## config.mk

```make
export PLATFORM = sky130hd
export DESIGN_NAME = ppe_lane
export DESIGN_NICKNAME = d
export VERILOG_FILES = /design/src/ppe_pkg.sv /design/src/ppe_lane.sv
export SDC_FILE = /design/constraint.sdc
export NUM_CORES = 1
export LEC_CHECK = 0
export BUFFER_PORTS_ARGS = -buffer_cell sky130_fd_sc_hd__buf_2
export CAP_MARGIN = 20
export CELL_PAD_IN_SITES_DETAIL_PLACEMENT = 2
export CELL_PAD_IN_SITES_GLOBAL_PLACEMENT = 2
export CORE_UTILIZATION = 40
export CTS_BUF_LIST = sky130_fd_sc_hd__clkbuf_8
export CTS_CLUSTER_SIZE = 40
export DETAILED_ROUTE_END_ITERATION = 8
export HOLD_SLACK_MARGIN = 0.06
export PLACE_DENSITY = 0.7
export SLEW_MARGIN = 20
export SYNTH_ARGS = -nofsm -noshare
export SYNTH_HDL_FRONTEND = slang
export SYNTH_SLANG_ARGS = --single-unit
```

## constraint.sdc

```tcl
create_clock -name clk -period 2.95 [get_ports clk]
set_input_delay 0.295 -clock clk [delete_from_list [all_inputs] [get_ports clk]]
set_output_delay 0.295 -clock clk [all_outputs]
set_load 0.03 [all_outputs]
```

## src/ppe_pkg.sv

```systemverilog
// Shared constants and types for the palette pixel expander.
// Depends on nothing; every other file in src imports it.
package ppe_pkg;

  // Source pixel width and output color width.
  localparam int SRC_BPP = 4;
  localparam int OUT_BPP = 16;

  localparam int IDX_W         = SRC_BPP;
  localparam int TABLE_DEPTH   = 1 << SRC_BPP;
  localparam int COLOR_W       = 16;
  localparam int WORD_W        = 32;
  localparam int PIX_PER_IN    = WORD_W / SRC_BPP;
  localparam int LANE_BITS     = (OUT_BPP == 16) ? 16 : 8;
  localparam int LANES         = WORD_W / LANE_BITS;
  localparam int NOUT_RAW      = (PIX_PER_IN + LANES - 1) / LANES;
  localparam int NOUT          = (NOUT_RAW > 16) ? 16 : ((NOUT_RAW == 0) ? 1 : NOUT_RAW);
  localparam int KW            = (NOUT > 1) ? $clog2(NOUT) : 1;
  localparam int STEP_BITS     = LANES * SRC_BPP;
  localparam int WIDE_W        = WORD_W + STEP_BITS;
  localparam bit COPY_MODE     = (SRC_BPP == 8) && (LANE_BITS == 8);

  // Input item kinds carried in tuser.
  localparam logic FUNC_WRITE  = 1'b0;
  localparam logic FUNC_EXPAND = 1'b1;

  // One read step handed from the sequencer to the merge stage.
  typedef struct packed {
    logic                vld;
    logic                last;
    logic [LANES-1:0]    mask;
    logic [WORD_W-1:0]   word;
  } ppe_issue_t;

  // Palette write broadcast to every lane copy.
  typedef struct packed {
    logic                en;
    logic [IDX_W-1:0]    idx;
    logic [COLOR_W-1:0]  color;
  } ppe_wr_t;

  typedef logic [LANES-1:0][LANE_BITS-1:0] ppe_lane_data_t;

endpackage

```

## src/ppe_lane.sv

```systemverilog
// One lookup lane: a private copy of the palette with a registered read.
// Depends on ppe_pkg.
module ppe_lane
  import ppe_pkg::*;
(
  input  logic                 clk,
  input  logic                 en,
  input  ppe_wr_t              wr,
  input  logic [IDX_W-1:0]     rd_idx,
  output logic [LANE_BITS-1:0] rd_data
);

  logic [COLOR_W-1:0]   mem [TABLE_DEPTH];
  logic [LANE_BITS-1:0] rd_data_r;

  always_ff @(posedge clk) begin
    if (wr.en) begin
      mem[wr.idx] <= wr.color;
    end
    if (en) begin
      rd_data_r <= mem[rd_idx][LANE_BITS-1:0];
    end
  end

  assign rd_data = rd_data_r;

endmodule

```

**After elaboration in Yosys (flattened, before gate mapping)**

Memories as Yosys holds them, arrays and structs flattened. A register that Yosys moved wholly into a read port is not among the register bits.
Cells that the tools add are included.

- Register bits: 0
- Bits in writable memories: 256
- Input bits: 27
- Output and inout bits: 16
- Logic and storage cells: 3
- Memories: 1

- Mux-type cells: 2

Memory list:

| memory | depth | bits a word | read ports | clocked after memory_dff | wr ports | RTL line | text |
|---|---|---|---|---|---|---|---|
| mem | 16 | 16 | 1 | 1 | 1 | ppe_lane.sv:13 | `logic [COLOR_W-1:0] mem [TABLE_DEPTH];` |

Operators by type and width:

| kind | count |
|---|---|
| $mux 1 | 2 |

**Depth between registers and ports, before layout**

Gate-level depths: netlist (run 1).

- Depth in word-level cells: 2
- Gate-level depth with buffers: 5
- Depth with buffers taken out: 3

**Worst setup path before layout (run 1)**

No wires, ideal clock.

- Kind: input port to flip-flop
- From: input port wr[18] (netlist bit)
- To: memory mem[0][0], enable pin
- Library setup time: 0.409 ns
- Arrival time: 1.941 ns
- Data required time: 2.541 ns
- Slack: 0.600 ns
- Stages on the path: 2
- Buffers on the path: 0
- Path through: or3b_2 -> nor3_1

RTL lines:

| element | RTL line | text |
|---|---|---|
| start, declared | ppe_lane.sv:8 | `input ppe_wr_t wr,` |
| end, declared | ppe_lane.sv:13 |  |

Straight into the memory's write port.

==> impl_metrics.toml, run 1 <==
[worst_hold_path]
hold_start = "wr[10]"
min_to = "mem[14][10]$_DFFE_PP_"
hp-class = "input pin to flop"
hold_depth = 1

[routing]
drc = 0
met3RoutedLength_mm = 1.415
viasPerCell = 5.618
vias = 5017
route.met2.wl_mm = 13.04
routedWlPerCell_um = 29.64
firstDrtPassIters = 4
top_layer = "met4"
drtIter0Drc = 458
wirelength_mm = 26.47
ant_nets = 0
wl_met1_mm = 11.68

[worst_setup_path]
reg2reg_slack_ns = 1.45
worst-endpoint-required_ns = 3.26
worstPathArrival_ns = 1.93
rr_startpoint = "mem[9][9]$_DFFE_PP_"
critPathLaunchType = "input pin"
worst_setup_path_end_kind = "flop"
path_max_fanout = 24
r2r_cells = 3
crit_type = "input pin to flop"
r2r_end = "rd_data[9]$_DFFE_PP_"

[global_route]
grt_max_degree = 65
grt-ovfl-total = 0
grt_pass1_wl_mm = 38.56
grt.total_usage = 0.2110
antenna_found_initial = 1
grt_pass1_vias = 5629

[timing]
clock_skew_ns = 0.01871
max_freq_mhz = 617.1
fin_hold_ws_ns = 0.1125
worstMarginPinSlew_ns = 0.6619
fin_crit_sh = 0.5493
post-route-min-period_ns = 1.621
relSlewSlack = 0.5587
fin_tns_setup_ns = 0
setup_viol = 0
slew_violations = 0
timing.final.hold_violations = 0
rsz0062_at_grt = "false"

[die]
ios = 43
row_count = 58
die_w_um = 161.7
die_h_um = 161.7
design.core.area_um2 = 25110
die_area_um2 = 26150
start_util = 0.4064

[clocking]
cts_root_buf = "clkbuf_8"
hold_buffers = 0
cts_tree = "built"
clock_sinks = 272
cts_resized = 0
h-tree-depth = 2
cts-buffers-inserted = 47
cts_buffer_depth = 3
clk_pin_slew_worst_paths_ns = 0.07
post-cts-setup-buffers = 0
worst_skew_pair.late_latency_ns = 0.55

[synth]
syn_area_um2 = 10200
seq_area_frac_synth = 0.8005
ys_ff_latch = 272
syn_area_per_cell_um2 = 23.62
yosysUniqueCellTypes = 18
ys_warn_count = 0
syn_inst = 432
synth.net_count = 459

[final_layout]
multiInputGateArea_um2 = 1962
fillers = 2262
register_area_um2 = 8168
final_common_cell = "edfxtp_1"
area_growth_pct = 15.52
final_cell_mix = "272 x edfxtp_1, 54 x mux4_2, 48 x clkbuf_8, 41 x buf_2, 32 x a22oi_1"
layout.nets = 553
stdcell_count = 893
layout-drive-gt1-share = 0.3559

[placed_design]
place_hpwl_mm = 14.37
dp.cells = 807
routabilityCongestion = 0.7298
portBuffers = 42

[run_status]
status = "finished clean"

[flow_run]
cap_violations = 0

[power_and_ir_drop]
power_density_nw_per_um2 = 668.4
total_leakage_power_nw = 3.865
vdd_drop_max_uv = 323.2
==> critical path, stage by stage <==
cell     delay [ns]
buf_4          0.38
buf_12         0.30
mux4_1         0.60
a22oi_1        0.26
nand2_1        0.08
==> layer usage <==
metal	GRT usage	vias to the layer above
met5	0	-
met4	0.05146	0
met3	0.04137	34
met2	0.3372	157
met1	0.3007	2775
li1	-	2051
==> per-stage QoR <==
stage	worst slack (ns)	total power, mW	instance area (um^2)	utilization
2_1_floorplan	0.5999	4.702	10200	-
3_3_place_gp	0.7632	4.867	10960	0.4365
3_5_place_dp	0.6935	4.904	10960	0.4365
4_1_cts	1.317	7.974	11790	0.4694
5_1_grt	1.198	8.164	11790	0.4695
6_report	1.330	7.879	11790	0.4695
==> report_power, final <==
group | switching, mW | internal (mW)
Clock | 1.54 | 1.52
Combinational | 0.272 | 0.158
Sequential | 0.0287 | 4.36
==> worst max path at each step <==
stage,from,end,slack [ns],cells past startpoint
after global placement,rd_idx[0],rd_data[0]$_DFFE_PP_,0.76,5
after detailed placement,rd_idx[0],rd_data[9]$_DFFE_PP_,0.69,5
after floorplan,wr[18],mem[0][0]$_DFFE_PP_,0.60,2
final,rd_idx[0],rd_data[9]$_DFFE_PP_,1.33,5
after CTS,rd_idx[0],rd_data[9]$_DFFE_PP_,1.32,5
after global routing,rd_idx[0],rd_data[9]$_DFFE_PP_,1.20,5
==> logic make-up (layout without fill, tap and decap cells) <==
logic type | count (synthesis) | after routing | synth area share
buf+inv | 21 | 151 | 0.01214
flops | 272 | 272 | 0.8005
compound gates | 32 | 32 | 0.02354
simple gates | 43 | 43 | 0.01888
other cells | 0 | 1 | 0
mux | 64 | 64 | 0.1449
==> synth_stat cells, drive strengths merged <==
| cell type | count | area, um^2 |
|---|---|---|
| nor2b | 2 | 12.51 |
| nor2 | 13 | 48.80 |
| nor3 | 4 | 20.02 |
| a22oi | 32 | 240.2 |
| nand3 | 1 | 5.000 |
| or3b | 1 | 8.760 |
| mux4 | 64 | 1479 |
| nand2 | 17 | 63.81 |
| nand2b | 2 | 12.51 |
| edfxtp | 272 | 8168 |
| and2 | 1 | 6.260 |
| clkbuf | 8 | 30.03 |
| nand3b | 2 | 15.01 |
| buf | 13 | 93.83 |
==> layout make-up <==
| cell class | instances | share of cell area |
|---|---|---|
| Multi-Input combinational cell | 139 | 0.1664 |
| Antenna cell | 1 | 0.0002123 |
| Tap cell | 330 | 0.03503 |
| Sequential cell | 272 | 0.6929 |
| Clock inverter | 37 | 0.01391 |
| Timing Repair Buffer | 66 | 0.03545 |
| Clock buffer | 48 | 0.05604 |
==> state kept, by name (all words and copies together) (netlist names) <==
register  count
rd_data      16
mem         256
(Power assumes the default switching activity.)
==> run 2: changes to the inputs <==
==> constraint.sdc (replaced) <==
create_clock -name clk -period 1.6 [get_ports clk]
set_input_delay 0.16 -clock clk [delete_from_list [all_inputs] [get_ports clk]]
set_output_delay 0.16 -clock clk [all_outputs]
set_load 0.03 [all_outputs]
==> impl_metrics.toml, run 2 (synthesized netlist as in run 1, its figures left out) <==
[run_status]
status = "finished clean"

[die]
start_util = 0.4064
die_area_um2 = 26150
design.core.area_um2 = 25110
row_count = 58
die_w_um = 161.7
die_h_um = 161.7
ios = 43

[final_layout]
final_util = 0.4867
top_register = "mem"
area_growth_pct = 19.77
largest_register_ffs = 256
fillers = 2228
layout.nets = 573
stdcell_count = 910
layout-drive-gt1-share = 0.3310
final_common_cell = "edfxtp_1"
final_cell_mix = "272 x edfxtp_1, 54 x mux4_2, 47 x clkbuf_8, 41 x buf_2, 32 x a22oi_1"
diodes = 0

[clocking]
cts_buffer_depth = 3
clk_pin_slew_worst_paths_ns = 0.06
cts_root_buf = "clkbuf_8"
h-tree-depth = 2
cts_resized = 0
cts-buffers-inserted = 45
worst_skew_pair.late_latency_ns = 0.54
clock_sinks = 272
post-cts-setup-buffers = 0
cts_tree = "built"

[timing]
timing.final.hold_violations = 0
fin_crit_sh = 0.9264
worstMarginPinSlew_ns = 0.3523
setup_viol = 0
clock_skew_ns = 0.01692
fin_hold_ws_ns = 0.1603
rsz0062_at_grt = "false"
max_freq_mhz = 674.7
post-route-min-period_ns = 1.482
slew_violations = 0
relSlewSlack = 0.7651
fin_tns_setup_ns = 0

[placed_design]
place_hpwl_mm = 14.44
routabilityCongestion = 0.7097
portBuffers = 42
dp.cells = 813

[worst_hold_path]
hp-class = "input pin to flop"

[worst_setup_path]
worstPathCellList = "mux4_1, a22oi_1, nand2_1"
path_max_fanout = 1
critPathLaunchType = "flop"
crit_slowest_cell = "mux4_1"
crit_family = "multiplexers"
worstPathArrival_ns = 1.76
path_buf_inv = 0
crit_type = "flop to flop"
worst-endpoint-required_ns = 1.87
critPathMaxStageDelay_ns = 0.53
worst_setup_path_end_kind = "flop"

[routing]
routedWlPerCell_um = 28.02
firstDrtPassIters = 4
vias = 4890
ant_nets = 0
drtIter0Drc = 499
drc = 0
wirelength_mm = 25.50
viasPerCell = 5.374

[power_and_ir_drop]
switching_share = 0.2264
total_leakage_power_nw = 4.029
pwr-share-comb = 0.060
vdd_drop_max_uv = 508.8
power.net_switching_mw = 3.246
internal_power_mw = 11.09
p_seq_frac = 0.564
pwr-share-clk = 0.376
power_density_nw_per_um2 = 1173

[global_route]
grt_pass1_vias = 5609
antenna_found_initial = 0
grt_max_degree = 24
grt-ovfl-total = 0
grt.total_usage = 0.2063
grt_pass1_wl_mm = 37.87

[flow_run]
cap_violations = 0
-- run 2: changes by cell type in the layout (fill, tap and decap cells not counted), sizes merged --
cell / previous run / this run
clkinv: 26 / 14
dlygate4sd3: 0 / 16
diode: 1 / 0
inv: 10 / 19
clkbuf: 48 / 47
buf: 66 / 72
-- run 2: worst paths after layout --
check                           slack [ns]               endpoint                  from  depth (start not counted)
worst min-delay path                  0.16  rd_data[15]$_DFFE_PP_                    en                          2
worst max-delay path                  0.12   rd_data[4]$_DFFE_PP_   mem[9][4]$_DFFE_PP_                          3
worst max register to register        0.12   rd_data[4]$_DFFE_PP_   mem[9][4]$_DFFE_PP_                          3
worst min register to register        0.75  rd_data[13]$_DFFE_PP_  mem[5][13]$_DFFE_PP_                          3
-- run 2: through the flow --
stage / area [um^2] / worst slack [ns] / power [mW]
final: 12220 / 0.1178 / 14.33
after global routing: 12220 / 0.06800 / 14.88
after CTS: 12220 / 0.08769 / 14.53
after detailed placement: 11280 / -0.1403 / 9.090
after global placement: 11280 / -0.07480 / 9.020
after floorplan: 10230 / -0.1950 / 8.671
-- run 2: power by group through the flow --
stage	logic [mW]	clock network [mW]	registers (mW)
finish	0.865	5.39	8.08
global route	0.933	5.85	8.09
CTS	0.888	5.56	8.09
detailed placement	0.858	0	8.23
global placement	0.806	0	8.21
floorplan	0.391	0	8.28
-- run 2: repair_timing --
item	CTS	global route
hold buffers	16	0
endpoints found under the hold margin	256	0
endpoints found under the setup margin	0	0
-- run 2: per-layer routing --
metal  share of wire  track usage  vias to the layer above  routed length, um
met3           0.066      0.03447                       30               1686
met2            0.51       0.3364                      167              13100
li1                -            -                     2094                  -
met1            0.41       0.2875                     2599              10360
met5               0            0                        -                  0
met4           0.014      0.06089                        0                349
-- run 2: area by class of cell --
type,instances,area (um^2),share of cell area
clock buffers,47,646.9,0.05293
clock inverters,34,132.6,0.01085
multi-input cells,139,1987,0.1626
flip-flops and latches,272,8168,0.6684
well taps,330,412.9,0.03379
repair buffers,88,873.3,0.07146
-- run 2: worst reg2reg max path, stage by stage (launching register included) --
cell and delay [ns]:
edfxtp_1 0.40, mux4_1 0.53, a22oi_1 0.22, nand2_1 0.07
