[config.mk]
export PLATFORM = sky130hd
export DESIGN_NAME = ppe_merge
export DESIGN_NICKNAME = d
export VERILOG_FILES = /design/src/ppe_pkg.sv /design/src/ppe_merge.sv
export SDC_FILE = /design/constraint.sdc
export NUM_CORES = 1
export LEC_CHECK = 0
export ABC_CLOCK_PERIOD_IN_PS = 3000
export BUFFER_PORTS_ARGS = -buffer_cell sky130_fd_sc_hd__buf_2
export CAP_MARGIN = 20
export CORE_ASPECT_RATIO = 0.5
export CORE_MARGIN = 3
export CORE_UTILIZATION = 42
export CTS_CLUSTER_DIAMETER = 50
export DETAILED_ROUTE_END_ITERATION = 12
export PLACE_DENSITY = 0.8
export SYNTH_ARGS = -nofsm -noshare
export SYNTH_HDL_FRONTEND = slang
export SYNTH_SLANG_ARGS = --single-unit
[constraint.sdc]
create_clock -name clk -period 3 [get_ports clk]
set_input_delay 0.15 -clock clk [delete_from_list [all_inputs] [get_ports clk]]
set_output_delay 0.15 -clock clk [all_outputs]
set_load 0.02 [all_outputs]
[src/ppe_pkg.sv]
// Shared constants and types for the palette pixel expander.
// Depends on nothing; every other file in src imports it.
package ppe_pkg;

  // Source pixel width and output color width.
  localparam int SRC_BPP = 4;
  localparam int OUT_BPP = 16;

  localparam int IDX_W         = SRC_BPP;
  localparam int TABLE_DEPTH   = 1 << SRC_BPP;
  localparam int COLOR_W       = 16;
  localparam int WORD_W        = 32;
  localparam int PIX_PER_IN    = WORD_W / SRC_BPP;
  localparam int LANE_BITS     = (OUT_BPP == 16) ? 16 : 8;
  localparam int LANES         = WORD_W / LANE_BITS;
  localparam int NOUT_RAW      = (PIX_PER_IN + LANES - 1) / LANES;
  localparam int NOUT          = (NOUT_RAW > 16) ? 16 : ((NOUT_RAW == 0) ? 1 : NOUT_RAW);
  localparam int KW            = (NOUT > 1) ? $clog2(NOUT) : 1;
  localparam int STEP_BITS     = LANES * SRC_BPP;
  localparam int WIDE_W        = WORD_W + STEP_BITS;
  localparam bit COPY_MODE     = (SRC_BPP == 8) && (LANE_BITS == 8);

  // Input item kinds carried in tuser.
  localparam logic FUNC_WRITE  = 1'b0;
  localparam logic FUNC_EXPAND = 1'b1;

  // One read step handed from the sequencer to the merge stage.
  typedef struct packed {
    logic                vld;
    logic                last;
    logic [LANES-1:0]    mask;
    logic [WORD_W-1:0]   word;
  } ppe_issue_t;

  // Palette write broadcast to every lane copy.
  typedef struct packed {
    logic                en;
    logic [IDX_W-1:0]    idx;
    logic [COLOR_W-1:0]  color;
  } ppe_wr_t;

  typedef logic [LANES-1:0][LANE_BITS-1:0] ppe_lane_data_t;

endpackage

[src/ppe_merge.sv]
// Merge stage: lines up the step control with the lane read data, packs the
// lanes into one output word and holds it in the output register.
// Depends on ppe_pkg.
module ppe_merge
  import ppe_pkg::*;
(
  input  logic                clk,
  input  logic                rst_n,
  input  ppe_issue_t          issue,
  input  ppe_lane_data_t      lane_data,
  output logic                en,
  output logic                out_tvalid,
  input  logic                out_tready,
  output logic [WORD_W-1:0]   out_tdata,
  output logic                out_tlast
);

  ppe_issue_t          s1_r;
  logic                out_valid_r;
  logic [WORD_W-1:0]   out_data_r;
  logic                out_last_r;
  logic [WORD_W-1:0]   packed_nxt;

  assign en = !out_valid_r || out_tready;

  always_comb begin
    packed_nxt = '0;
    for (int l = 0; l < LANES; l++) begin
      packed_nxt[l*LANE_BITS +: LANE_BITS] = s1_r.mask[l] ? lane_data[l] : '0;
    end
    if (COPY_MODE) begin
      packed_nxt = s1_r.word;
    end
  end

  // Valid bits are reset; the data fields only follow them.
  always_ff @(posedge clk) begin
    if (!rst_n) begin
      s1_r.vld    <= 1'b0;
      out_valid_r <= 1'b0;
    end else if (en) begin
      s1_r.vld    <= issue.vld;
      out_valid_r <= s1_r.vld;
    end
    if (en) begin
      s1_r.last  <= issue.last;
      s1_r.mask  <= issue.mask;
      s1_r.word  <= issue.word;
      out_data_r <= packed_nxt;
      out_last_r <= s1_r.last;
    end
  end

  assign out_tvalid = out_valid_r;
  assign out_tdata  = out_data_r;
  assign out_tlast  = out_last_r;

endmodule

After elaboration in Yosys (flattened, before gate mapping)
Cells that the tools add are included.

word-level totals
  register bits after elaboration = 38
  memory bits (writable) = 0
  bits in read-only memories = 0
  logic and storage cells = 9
  bits of input ports = 71
  bits in latches = 0
  output and inout bits = 35
  memories = 0

cells by class
  add/sub/neg operators = 0
  divide/modulo/power cells = 0
  $lt $le $gt $ge = 0
  reductions and logical operators = 2
  bitwise logic cells = 0
  multiply operators = 0
  equal/unequal tests = 0
  multiplexer cells = 0
  shift operators = 0

operators by type and width
  cell              count
  $logic_not 1->1   1
  $logic_or 1x1->1  1

Depth between registers and ports, before layout
Gate-level depths: netlist of the first run.

  depth after elaboration = 2
  mapped depth = 2

Worst setup path before layout of the first run
OpenSTA, ideal clock, no wires.

  path kind = reg-to-reg
  start = reg out_valid_r (netlist: out_tvalid)
  end = reg out_data_r[0] (netlist: out_tdata[0]) (enable)
  stages on the path, launching flop included = 3
  slack = 1268 ps
  period minus slack after synthesis = 1732 ps
  required time = 2604 ps
  arrival = 1336 ps
  cells stage by stage = dfxtp_1 -> nor2b_4 -> inv_1

between the ends
  longest elaborated chain between the ends = 2

ends and longest elaborated chain
  what                      line             RTL
  start: declaration        ppe_merge.sv:19  logic out_valid_r;
  start signal: assignment  ppe_merge.sv:43  out_valid_r <= s1_r.vld;
  $logic_not 1->1           ppe_merge.sv:24  assign en = !out_valid_r || out_tready;
  $logic_or 1x1->1          ppe_merge.sv:24
  via en                    ppe_merge.sv:11  output logic en,
  end signal: assignment    ppe_merge.sv:49  out_data_r <= packed_nxt;
  end: declaration          ppe_merge.sv:20  logic [WORD_W-1:0] out_data_r;

The timed path passes the listed nets, and every way through them passes these cells.
A chain may end at the register's enable or synchronous reset.

Worst setup path after layout of the first run
  start = reg out_valid_r (netlist: out_tvalid)
  end = out en

between the ends
  longest elaborated chain between the ends = 2

ends and longest elaborated chain
  what              line
  $logic_not 1->1   ppe_merge.sv:24
  $logic_or 1x1->1  ppe_merge.sv:24
  end: declaration  ppe_merge.sv:11

No other way between the ends.

==> results by stage, run 1 <==
Status:
- The run finished with clean final reports.

Clocking:
- TritonCTS built the clock tree.
- The number of levels in the clock H-tree is 2.
- Clock tree synthesis found a total of 38 sinks.
- Buffers inserted during clock tree synthesis total 5.
- Clock latency on the worst-skew pair, taken at its later pin, is 0.28 ns.
- The post-CTS setup buffer count is 0.
- The number of gates resized after CTS was 0.
- The maximum buffer depth of the clock tree is 2.
- The number of hold buffers added after CTS was 0.
- The clock transition at the registers of the reported paths is 0.07 ns.
- The tree is rooted in a clkbuf_8.

Synth:
- The commonest cells after synthesis are edfxtp_1 (36), and2_2 (27), and2_1 (5).
- Sequential cells were found to cover 78.9% of the synthesized design area.
- The flip-flop cell with the highest count after synthesis is edfxtp_1.
- The synthesized design spends more area on one cell type than any other, namely edfxtp_1.
- Counting flops and latches in the post-synthesis netlist gives 38.
- Synthesis handed over a netlist of 78 instances.
- The synthesized design contains 36 enable-type register cells.
- The total nets after synthesis is 149.
- The mean cell area of the mapped netlist is 18.2 sq um.
- The netlist uses 10 different library cells.
- The fraction of post-synthesis cell area in the top cell type by area is 76.1%.
- The mapped netlist covers 1420 sq um.
- In the post-synthesis netlist, the biggest area contributors are edfxtp_1 (76%), and2_2 (14%), dfxtp_1 (2.8%).
- The Yosys warning count is 0.
- After synthesis, the share of flip-flops with an asynchronous set or reset is 0%.
- The dominant cell by count in the synthesized netlist is edfxtp_1.

Place:
- The detailed-placement wirelength estimate is 1790 um.
- Port buffering added 73 buffers.
- The final weighted congestion in routability-driven placement is 0.680.
- Prior to clock tree synthesis, the placed netlist has a worst setup slack of 1.30 ns.
- Once placement completed, the tool counted placed cells totaling 190.

Timing:
- The count of endpoints failing setup in the final report is 0.
- The total negative slack is 0 ns.
- The final-report max-slew violation count is 0.
- For the pin with the worst max-slew slack, the measured transition is 0.771 ns.
- In the post-route analysis, the smallest setup slack over all paths is 1.27 ns.
- The hold violation total from the final report is 0.
- The normalized max-slew margin is 48.6%.
- The clock period minus final worst setup slack is 1.73 ns.
- Dividing the final minimum period by the clock period gives 57.6%.
- Clock skew on the completed layout was measured at 0.00327 ns.
- The maximum clock frequency is 579 MHz.
- Setup repair after global routing left no endpoint under its margin.

Floorplan:
- The standard-cell row count is 14.
- The area of the die is 4160 sq um.
- Once the floorplan was initialized, standard cells occupied 45.5% of the core.
- The region available for standard cell placement spans 3120 sq um.
- The number of primary I/O pins is 106.
- The die width is 88.2 um.
- The floorplan step set the die height to 47.1 um.

Final layout:
- The repair_antennas step left the layout with diodes totalling 0.
- The count of cells in the finished layout, fillers not included, comes to 198.
- The fill cell total of the finished layout is 258.
- The area used by multi-input combinational logic is 273 sq um.
- The number of nets in the final layout is 228.
- The sequential cell area is 1120 sq um.
- The fraction of layout instances using a drive strength above 1 is 69.6%.
- Relative to the synthesized area, the layout overhead comes to 35.9%.

Critical path:
- The sort of element at the end of the critical path is an output pin.
- The largest individual stage delay along the critical path comes from the cell inv_1.
- The startpoint identified for the worst register-to-register timing path is out_tvalid.
- The reg2reg setup slack is 1.31 ns.
- For the worst flop-to-flop path, the logic depth is 3.
- The critical path goes through nor2b_4 -> inv_1 -> buf_2.
- The worst setup path is launched from a flop.
- The worst-path maximum fanout is 21.
- The endpoint of the most critical register-to-register path is out_tdata[7].
- STA puts the critical path data arrival time at 1.58 ns.
- The worst setup path is of the flop to output pin kind.
- The critical path required time is 2.85 ns.
- The delay of the slowest critical-path stage is 0.56 ns.

Hold path:
- The end point of the worst hold path is s1_r[33].
- The hold-critical path depth is 1.
- In this run the most critical hold path is launched from issue[33].
- The min-delay analysis places its worst path in the category primary input to flop.

Drt:
- The first detailed-routing pass took 4 iterations.
- The highest metal layer carrying signal wires in the routed design is met4.
- After detailed routing, the number of remaining DRC violations is 0.
- The aggregate routed wire length is 2390 um.
- The via count is 853.
- The post-detailed-route count of antenna-violating nets is 0.
- Detailed routing placed a total of 1290 um of wire on met2.
- The met3 wirelength from detailed routing is 121 um.
- The count of routing violations after the opening detailed-route iteration is 18.
- The average vias per placed instance is 4.31.
- The routed length on met1 is 958 um.
- In the final routed layout, each cell accounts on average for 12.1 um.

Global route:
- The global-route wire length before repair is 3550 um.
- The sum of overflow across all layers after global routing is 0.
- The via count of the first global-routing pass is 775.
- The global-route usage over all layers is 11.5%.
- The maximum number of pins on one net before global-route repair is 22.
- The initial antenna violation count is 0.

Flow run:
- Max-cap violations in this run came to 0.

Pwr:
- Dividing total power by cell area gives a power density of 618 nW/um^2.
- After layout, the design draws a total of 0.00119 W.
- For this design the static power due to leakage is 0.911 nW.
- IR analysis of the VDD net gives a maximum drop of 0.000259 V.
==> per-layer routing <==
metal	vias up	track usage, %
met5	-	0
met4	0	3.61
met3	2	4.03
met2	24	20.4
met1	400	13.6
li1	427	-
==> flip-flops by register name (all words and copies together) (netlist names) <==
signal      flops
out_tdata      32
s1_r            4
out_tlast       1
out_tvalid      1
==> stage by stage <==
step | utilization (%) | area [sq um] | hold slack (ns)
5_1_grt | 61.9 | 1930 | 0.0372
3_3_place_gp | 58.4 | 1820 | 0.328
3_5_place_dp | 58.4 | 1820 | 0.330
6_report | 61.9 | 1930 | 0.0491
4_1_cts | 61.9 | 1930 | 0.0408
2_1_floorplan | - | 1420 | 0.249
==> cell families (layout without fill, tap and decap cells) <==
| group | count (synthesis) | count (layout) | share of synthesized area [%] |
|---|---|---|---|
| flops | 38 | 38 | 78.9 |
| simple gates | 35 | 35 | 18.0 |
| mux | 1 | 1 | 0.705 |
| buf+inv | 3 | 83 | 1.85 |
| compound gates | 1 | 1 | 0.529 |
==> power by group <==
group	switching, W	leakage [nW]	internal, W
Sequential	0.0000137	0.421	0.000626
Clock	0.000167	0.0579	0.000245
Combinational	0.0000799	0.432	0.0000605
==> worst max path at each step <==
stage	depth (start not counted)	to	slack [ns]	from
after floorplan	2	out_tdata[0]	1.27	out_tvalid
after global placement	3	out_tdata[7]	1.34	out_tvalid
after detailed placement	3	out_tdata[13]	1.30	out_tvalid
after CTS	3	en	1.23	out_tvalid
after global routing	3	en	1.15	out_tvalid
final	3	en	1.27	out_tvalid
==> worst max-delay path, delay by kind of cell, from the launching register on <==
| family | cells | cell delay, ns |
|---|---|---|
| buffers and inverters | 2 | 0.85 |
| flip-flops | 1 | 0.32 |
| AND/OR/NAND/NOR | 1 | 0.13 |
==> area by class of cell <==
class	instances	share of cell area, %
Clock buffer	5	3.57
Clock inverter	3	2.08
Inverter	1	0.195
Multi-Input combinational cell	37	14.1
Sequential cell	38	58.1
Tap cell	40	2.59
Timing Repair Buffer	74	19.3
==> cell usage in the layout (no fill, tap or decap) <==
cell	synthesis	routed
clkinv_2	0	2
bufinv_16	0	1
buf_4	0	1
clkbuf_8	0	5
and2_1	5	5
nor2b_4	1	1
o21a_1	1	1
inv_1	1	1
mux2i_1	1	1
dfxtp_1	2	2
edfxtp_1	36	36
buf_2	0	73
nand2_1	2	2
and2_2	27	27
No activity file was read; power rests on OpenSTA's default activity.
==> run 2, diff against run 1 <==
--- a/config.mk
+++ b/config.mk
@@ -5,15 +5,16 @@
 export SDC_FILE = /design/constraint.sdc
 export NUM_CORES = 1
 export LEC_CHECK = 0
-export ABC_CLOCK_PERIOD_IN_PS = 3000
+export ABC_AREA = 1
+export ABC_CLOCK_PERIOD_IN_PS = 1700
 export BUFFER_PORTS_ARGS = -buffer_cell sky130_fd_sc_hd__buf_2
 export CAP_MARGIN = 20
 export CORE_ASPECT_RATIO = 0.5
 export CORE_MARGIN = 3
-export CORE_UTILIZATION = 42
+export CORE_UTILIZATION = 40
 export CTS_CLUSTER_DIAMETER = 50
 export DETAILED_ROUTE_END_ITERATION = 12
-export PLACE_DENSITY = 0.8
+export PLACE_DENSITY = 0.76
 export SYNTH_ARGS = -nofsm -noshare
 export SYNTH_HDL_FRONTEND = slang
 export SYNTH_SLANG_ARGS = --single-unit
==> constraint.sdc (replaced) <==
create_clock -name clk -period 1.7 [get_ports clk]
set_input_delay 0.085 -clock clk [delete_from_list [all_inputs] [get_ports clk]]
set_output_delay 0.085 -clock clk [all_outputs]
set_load 0.02 [all_outputs]
==> run 2 against run 1 <==
Cell area is 2.1% higher. Critical path type unchanged. Flip-flop and latch count is the same. Critical path depth unchanged. Register-to-register slack lost 0.70 ns. Cell count up 23%. Largest cell class unchanged. Sequential power up 78%. Core utilization fell by 1.1 points. Hold slack got worse by 0.022 ns.
==> results by stage, run 2 <==
Global route:
- The initial antenna violation count is 0.
- After global routing the overflow that remains totals 0.
- Global routing used 12.3% of the available tracks.
- The via count of the first global-routing pass is 920.
- For this run, global-route usage on met2 was measured as 22.9%.
- For met1 alone, demand over resource in global routing was 12.9%.
- The busiest layer in global routing is met2.
- The first global-routing pass estimated 4290 um of wire.
- The maximum number of pins on one net before global-route repair is 30.
- The met3 usage in global routing is 5.39%.

Synth:
- Counting every net in the synthesized netlist gives 185.
- The register area share after synthesis is 76.6%.
- The flip-flop cell with the highest count after synthesis is edfxtp_1.
- After synthesis the cells add up to 1460 sq um.
- In this run, synthesis produced a sequential element count of 38.
- Counting flops with an async set or reset pin after synthesis yields a share of 0%.
- By count the netlist is led by edfxtp_1 (36), inv_1 (34), nand2_1 (29).
- For this run, the number of Yosys warnings is 0.
- Among all cell types in the netlist, the one instantiated most often is edfxtp_1.
- The number of instances in the synthesized netlist is 114.
- The number of enable-type register cells in the synthesized netlist is 36.
- A synthesized cell averages 12.8 sq um.
- Yosys attributes the largest share of cell area to edfxtp_1 (74%), inv_1 (8.7%), nand2_1 (7.4%).
- The synthesized netlist contains 11 unique library cells.
- The largest area contributor in the synthesized netlist is edfxtp_1.
- After synthesis, the largest area contributor takes up 73.8% of total cell area.

Critical path:
- The delay of the slowest critical-path stage is 0.34 ns.
- The worst setup path is launched from a flop.
- The worst-path maximum fanout is 29.
- The signal on the critical path passes through nand2_2 -> buf_12 -> buf_2.
- The cell family with the largest share of critical-path delay is buffers and inverters.
- The worst reg2reg path depth is 2.
- The data arrival at the endpoint of the critical path is 1.25 ns.
- The largest individual stage delay along the critical path comes from the cell dfxtp_1.
- The critical path contains buffers and inverters numbering 2 combined.
- The critical path required time is 1.62 ns.
- In this run the number of cells on the critical path is 3.
- The reg2reg setup slack is 0.61 ns.
- STA classifies the critical path endpoint as an output pin.
- The worst setup path category is flop to output pin.

Floorplan:
- The die covers 4470 sq um.
- The die is 91.6 um wide.
- Measured along the y axis, the die boundary spans 48.8 um.
- In this run the core area contains 14 standard-cell rows.
- The core region is 3240 sq um.
- The number of primary I/O pins is 106.
- The initial standard-cell utilization of the core is 45.2%.

Pwr:
- VDD sags by at most 0.000348 V.
- In this run the static leakage power is 1.14 nW.
- The combinational share of power is 13.5%.
- In this run switching power makes up 24.1% of total power.
- The analysis attributes to net switching a power of 0.000472 W.
- The clock share of power is 28.5%.
- For this design the ratio of total power to cell area is 997 nW/um^2.
- The internal power summed over all cells is 0.00149 W.
- In this run, flip-flops and latches consume 58.0% of the power.

Clocking:
- Clock-pin slew was measured on the worst setup and hold paths at 0.07 ns.
- In this run the clock root is driven by a clkbuf_8.
- The number of gates given a new drive strength after cts is 0.
- The clock latency reported for the late side of the worst-skew pair is 0.28 ns.
- The maximum buffer depth of the clock tree is 2.
- The number of buffers created by CTS is 5.
- The total number of clock tree sinks is 38.
- The number of levels in the clock H-tree is 2.
- The clock tree from TritonCTS is yes.

Hold path:
- The worst hold path was traced through 3 stages.
- The type of the tightest min-delay check is primary input to flop.

Timing:
- Setup repair after global routing left no endpoint under its margin.
- After layout, the worst path uses 78.7% of the clock period.
- Static timing analysis puts the maximum clock frequency at 748 MHz.
- The count of endpoints failing setup in the final report is 0.
- The largest clock skew in the final design is 0.00558 ns.
- The final-report max-slew violation count is 0.
- Adding up every negative setup slack in the final design gives 0 ns.
- The hold violation total from the final report is 0.
- The clock period minus final worst setup slack is 1.34 ns.
- At the pin with the least slew margin, the transition time is 0.554 ns.
- Hold timing on the final database bottoms out at a slack of 0.0267 ns.
- Measured against its own limit, the worst slew margin works out to 63.0%.

Final layout:
- The relative area change from synthesis to final layout is 34.5%.
- The fraction of layout instances using a drive strength above 1 is 44.1%.
- The final antenna diode count is 0.
- The number of nets in the final layout is 265.
- The most frequent standard cell in the layout excluding fill and tap cells is buf_2.
- The register with the most flip-flops in the layout has 32 of them.
- Leaving out fill and tap cells, the most frequent cells in the layout are buf_2 (73), edfxtp_1 (36), inv_1 (34).

Drt:
- The average vias per placed instance is 3.91.
- The count of nets left with antenna violations once routing finished came out at 0.
- The length of the first detailed-routing pass in iterations is 4.
- The DRC violations left is 0.
- Across all layers, the routed design uses 951 vias.
- The aggregate routed wire length is 2550 um.
- The average wire per cell in the routed design is 10.5 um.
- The count of routing violations after the opening detailed-route iteration is 14.

Flow run:
- The max-cap violation count is 0.

Place:
- Detailed placement finished with a half-perimeter wire length of 1890 um.
- The final weighted congestion in routability-driven placement is 0.634.
- The count of buffers added on input and output ports is 73.

Status:
- The run finished with clean final reports.
## run 2: power by group through the flow
stage | logic, W | registers (W) | clock network [W]
final | 0.000265 | 0.00114 | 0.000560
after global routing | 0.000290 | 0.00115 | 0.000638
after CTS | 0.000269 | 0.00114 | 0.000584
after detailed placement | 0.000263 | 0.00116 | 0
after global placement | 0.000259 | 0.00116 | 0
after floorplan | 0.0000745 | 0.00124 | 0
## run 2: routing by layer
metal	routed length, um	vias up
met5	0	-
met4	15	0
met3	184	4
met2	1400	28
met1	949	416
li1	-	503
## run 2: worst paths after layout
check	end	from
worst max register to register	out_tdata[22]	out_tvalid
worst min-delay path	s1_r[35]	issue[35]
worst min register to register	out_tlast	s1_r[34]
worst max-delay path	en	out_tvalid
## run 2: worst reg2reg max path: stages, from the launching register on
cell	delay [ns]
dfxtp_1	0.34
nand2_2	0.21
buf_12	0.23
## run 2: logic make-up (layout without fill, tap and decap cells)
| kind of cell | count (synthesis) | after routing | share of synthesized area (%) |
|---|---|---|---|
| DFF | 38 | 38 | 76.6 |
| buffers and inverters | 38 | 119 | 12.4 |
| and+or+nand+nor | 36 | 36 | 10.2 |
| AOI/OAI and AO/OA | 2 | 2 | 0.855 |
## run 2: final cells by class
cell class                      instances  area [sq um]
Sequential cell                        38          1120
Tap cell                               48          60.1
Clock buffer                            6          72.6
Multi-Input combinational cell         38           164
Timing Repair Buffer                   77           415
Fill cell                             295          1270
Clock inverter                          2          8.76
Inverter                               34           128
## run 2: what timing repair did
action | in CTS | in global routing
hold endpoints to repair | 3 | 0
buffers inserted | 0 | 0
hold buffers | 3 | 0
## run 2: through the flow
stage	setup slack [ns]	util (%)	std cells	area, sq um	total power, W
2_1_floorplan	0.334	-	114	1470	0.00132
3_3_place_gp	0.625	57.3	232	1860	0.00142
3_5_place_dp	0.615	57.3	232	1860	0.00142
4_1_cts	0.343	60.8	243	1970	0.00199
5_1_grt	0.257	60.8	243	1970	0.00207
6_report	0.363	60.8	243	1970	0.00196
==> run 3, diff against run 2 <==
==> config.mk (replaced) <==
export PLATFORM = sky130hd
export DESIGN_NAME = ppe_merge
export DESIGN_NICKNAME = d
export VERILOG_FILES = /design/src/ppe_pkg.sv /design/src/ppe_merge.sv
export SDC_FILE = /design/constraint.sdc
export NUM_CORES = 1
export LEC_CHECK = 0
export ABC_AREA = 0
export ABC_CLOCK_PERIOD_IN_PS = 1100
export BUFFER_PORTS_ARGS = -buffer_cell sky130_fd_sc_hd__buf_2
export CAP_MARGIN = 20
export CORE_ASPECT_RATIO = 0.5
export CORE_MARGIN = 3
export CORE_UTILIZATION = 35
export CTS_CLUSTER_DIAMETER = 50
export DETAILED_ROUTE_END_ITERATION = 12
export PLACE_DENSITY = 0.71
export SYNTH_ARGS = -nofsm -noshare
export SYNTH_HDL_FRONTEND = slang
export SYNTH_SLANG_ARGS = --single-unit
==> constraint.sdc (replaced) <==
create_clock -name clk -period 1.1 [get_ports clk]
set_input_delay 0.055 -clock clk [delete_from_list [all_inputs] [get_ports clk]]
set_output_delay 0.055 -clock clk [all_outputs]
set_load 0.02 [all_outputs]
==> run 3 against run 2 <==
The flow now finishes with violations (negative setup slack). Sequential share of layout area is 2.3 points lower. Cell count is 9.9% lower. Hold slack worse by 0.0044 ns. Core utilization is 4.5 points lower. Largest power group unchanged. Highest routed layer unchanged.
==> results by stage, run 3 (same netlist as run 1, synthesis figures left out) <==
Critical path:
- The cell family with the largest share of critical-path delay is buffers and inverters.
- The worst-path maximum fanout is 18.
- Traced cell by cell, the critical path runs through nor2b_4 -> clkinvlp_4 -> buf_12 -> buf_4.
- The combined buffer and inverter count along the critical path is 3.
- The sort of element at the end of the critical path is a flop.
- Counting buffers and inverters, the worst setup path is 4 cells deep.
- The delay of the slowest critical-path stage is 0.34 ns.
- For the worst setup path, the data required time is 1.13 ns.
- The slowest stage of the critical path belongs to the cell dfxtp_4.
- The worst setup path is of the flop to flop kind.
- At the worst endpoint, the arrival time is 1.25 ns.
- STA classifies the critical path startpoint as a flop.
- For the worst flop-to-flop path, the logic depth is 4.

Timing:
- The hold violation total from the final report is 0.
- The pin slew with the least headroom to its limit is 0.224 ns.
- The final-report max-slew violation count is 0.
- The total negative slack is -3.45 ns.
- The maximum clock frequency is 819 MHz.
- The final cycle utilization of the critical path is 111%.
- Setup repair after global routing could not meet its margin everywhere.
- The worst path setup slack after routing is -0.121 ns.
- The normalized max-slew margin is 85.1%.
- Counting I/O delays and the setup requirement, the final critical path takes 1.22 ns.
- The largest clock skew in the final design is 0.00663 ns.
- The count of endpoints failing setup in the final report is 37.

Pwr:
- The combinational share of power is 14.0%.
- The net load switching power is 0.000718 W.
- The switching part of the total is 23.0%.
- The worst-case IR drop observed on VDD is 0.000533 V.
- Cell internal power was estimated by the tool at 0.00241 W.
- The leakage power is 0.967 nW.
- The total power is 0.00313 W.
- The clock share of power is 30.7%.
- The power density over the cells is 1520 nW/um^2.
- Of the total power, registers draw 55.3%.

Floorplan:
- The area of the die is 4900 sq um.
- The number of primary I/O pins is 106.
- After floorplanning, the core was sized to cover 3660 sq um.
- The die is 96.1 um wide.
- The initial standard-cell utilization of the core is 38.8%.
- The standard-cell row count is 15.
- From bottom edge to top edge, the die measures 51.0 um.

Place:
- The placement-stage worst setup slack is 0.0180 ns.
- Routability-driven placement finished with a final weighted congestion of 0.664.
- The count of buffers added on input and output ports is 73.
- Once detailed placement completed, the half-perimeter wirelength came to 1850 um.

Clocking:
- The clock transition at the registers of the reported paths is 0.07 ns.
- The clock tree from TritonCTS is yes.
- The clock reaches the later pin of the worst-skew pair after 0.28 ns.
- The clock tree root driver cell is clkbuf_8.
- The total number of clock tree sinks is 38.
- The number of levels in the clock H-tree is 2.
- The maximum buffer depth of the clock tree is 2.
- The number of buffers created by CTS is 5.

Drt:
- In the routed layout, each cell is associated on average with a via count of 4.04.
- Before antenna repair, the detailed router went through 4 iterations.
- The DRC violations left is 0.
- The count of routing violations after the opening detailed-route iteration is 11.
- The routed design has 2640 um of wire.
- Detailed routing inserted a total of 884 vias.
- In the final routed layout, each cell accounts on average for 12.1 um.
- The post-detailed-route count of antenna-violating nets is 0.

Global route:
- The global-route wire length before repair is 4080 um.
- Global routing used 3.97% of the available met3 tracks.
- The layer flagged by global routing as most heavily used is met2.
- Entering global routing, the biggest net connects 19 pins.
- The met2 usage is 20.7%.
- The via count of the first global-routing pass came to 895.
- The global-route met1 utilization is 11.1%.
- Across every metal layer, demand over resource in global routing totals 11.5%.
- The initial antenna violation count is 0.
- Global routing finished with a remaining overflow of 0.

Final layout:
- The number of flip-flops in the largest register is 32.
- Cells with a size suffix above 1 make up 69.6% of the layout.
- The number of nets in the final layout is 238.
- Once layout is complete, the utilization of the core stands at 56.3%.
- The fill cell total of the finished layout is 328.
- 0 antenna diodes ended up in the layout.
- The relative area change from synthesis to final layout is 45.1%.
- Leaving out fill and tap cells, the most frequent cell in the layout is buf_2.
- The library cells used most frequently in the layout, excluding fill and tap cells, are buf_2 (72), edfxtp_1 (36), and2_2 (27).

Flow run:
- The max-cap violation count is 0.

Status:
- The checks that failed: negative setup slack.
- The flow ran to the end, but the final reports show violations.

Hold path:
- The type of the tightest min-delay check is primary input to flop.
- The worst hold path passes through 3 cells.
## run 3: changes by cell type in the layout (fill, tap and decap cells not counted), moves of 5 or more
cell	before	now
inv_1	34	0
and2_2	0	27
nand2_1	28	2
nand2_2	6	0
and2_1	0	5
buf_4	0	5
## run 3: final timing paths
path                                 start            end  slack [ns]
worst max-delay path            out_tvalid  out_tdata[13]       -0.12
worst min-delay path             issue[35]       s1_r[35]        0.02
worst max register to register  out_tvalid  out_tdata[13]       -0.12
worst min register to register    s1_r[34]      out_tlast        0.42
## run 3: repair_timing
action | in CTS | in global routing
setup buffers | 3 | 2
hold buffers | 4 | 0
gates cloned | 1 | 0
hold endpoints to repair | 4 | 0
setup endpoints to repair | 9 | 46
pin swaps | 0 | 0
resized for setup | 4 | 0
## run 3: metal layers
metal	up-vias	part of all wire (%)
met1	406	36
met4	0	2.0
met5	-	0
li1	448	-
met3	4	6.2
met2	26	56
## run 3: power by group through the flow
| stage | clock (W) | sequential [W] | combinational, W |
|---|---|---|---|
| after global placement | 0 | 0.00177 | 0.000389 |
| after global routing | 0.00107 | 0.00174 | 0.000475 |
| final | 0.000959 | 0.00173 | 0.000438 |
| after floorplan | 0 | 0.00191 | 0.0000928 |
| after detailed placement | 0 | 0.00178 | 0.000397 |
| after CTS | 0.00101 | 0.00174 | 0.000427 |
## run 3: area by class of cell
type / count / area, sq um / share of cell area [%]
Sequential cell: 38 / 1120 / 54.6
Timing Repair Buffer: 84 / 500 / 24.3
Multi-Input combinational cell: 37 / 273 / 13.2
Clock buffer: 7 / 86.3 / 4.19
Tap cell: 51 / 63.8 / 3.10
Inverter: 1 / 7.51 / 0.364
Clock inverter: 1 / 5.00 / 0.243
## run 3: per-stage QoR
stage | hold WS (ns) | instances | instance area (sq um)
floorplan | 0.154 | 78 | 1430
global placement | 0.233 | 201 | 1850
detailed placement | 0.234 | 201 | 1850
CTS | 0.0123 | 217 | 2050
global route | 0.0331 | 219 | 2060
finish | 0.0224 | 219 | 2060
## run 3: tightest hold or removal path: stages
cell and delay, ns:
buf_2 0.09, nand2_1 0.05, mux2i_1 0.06
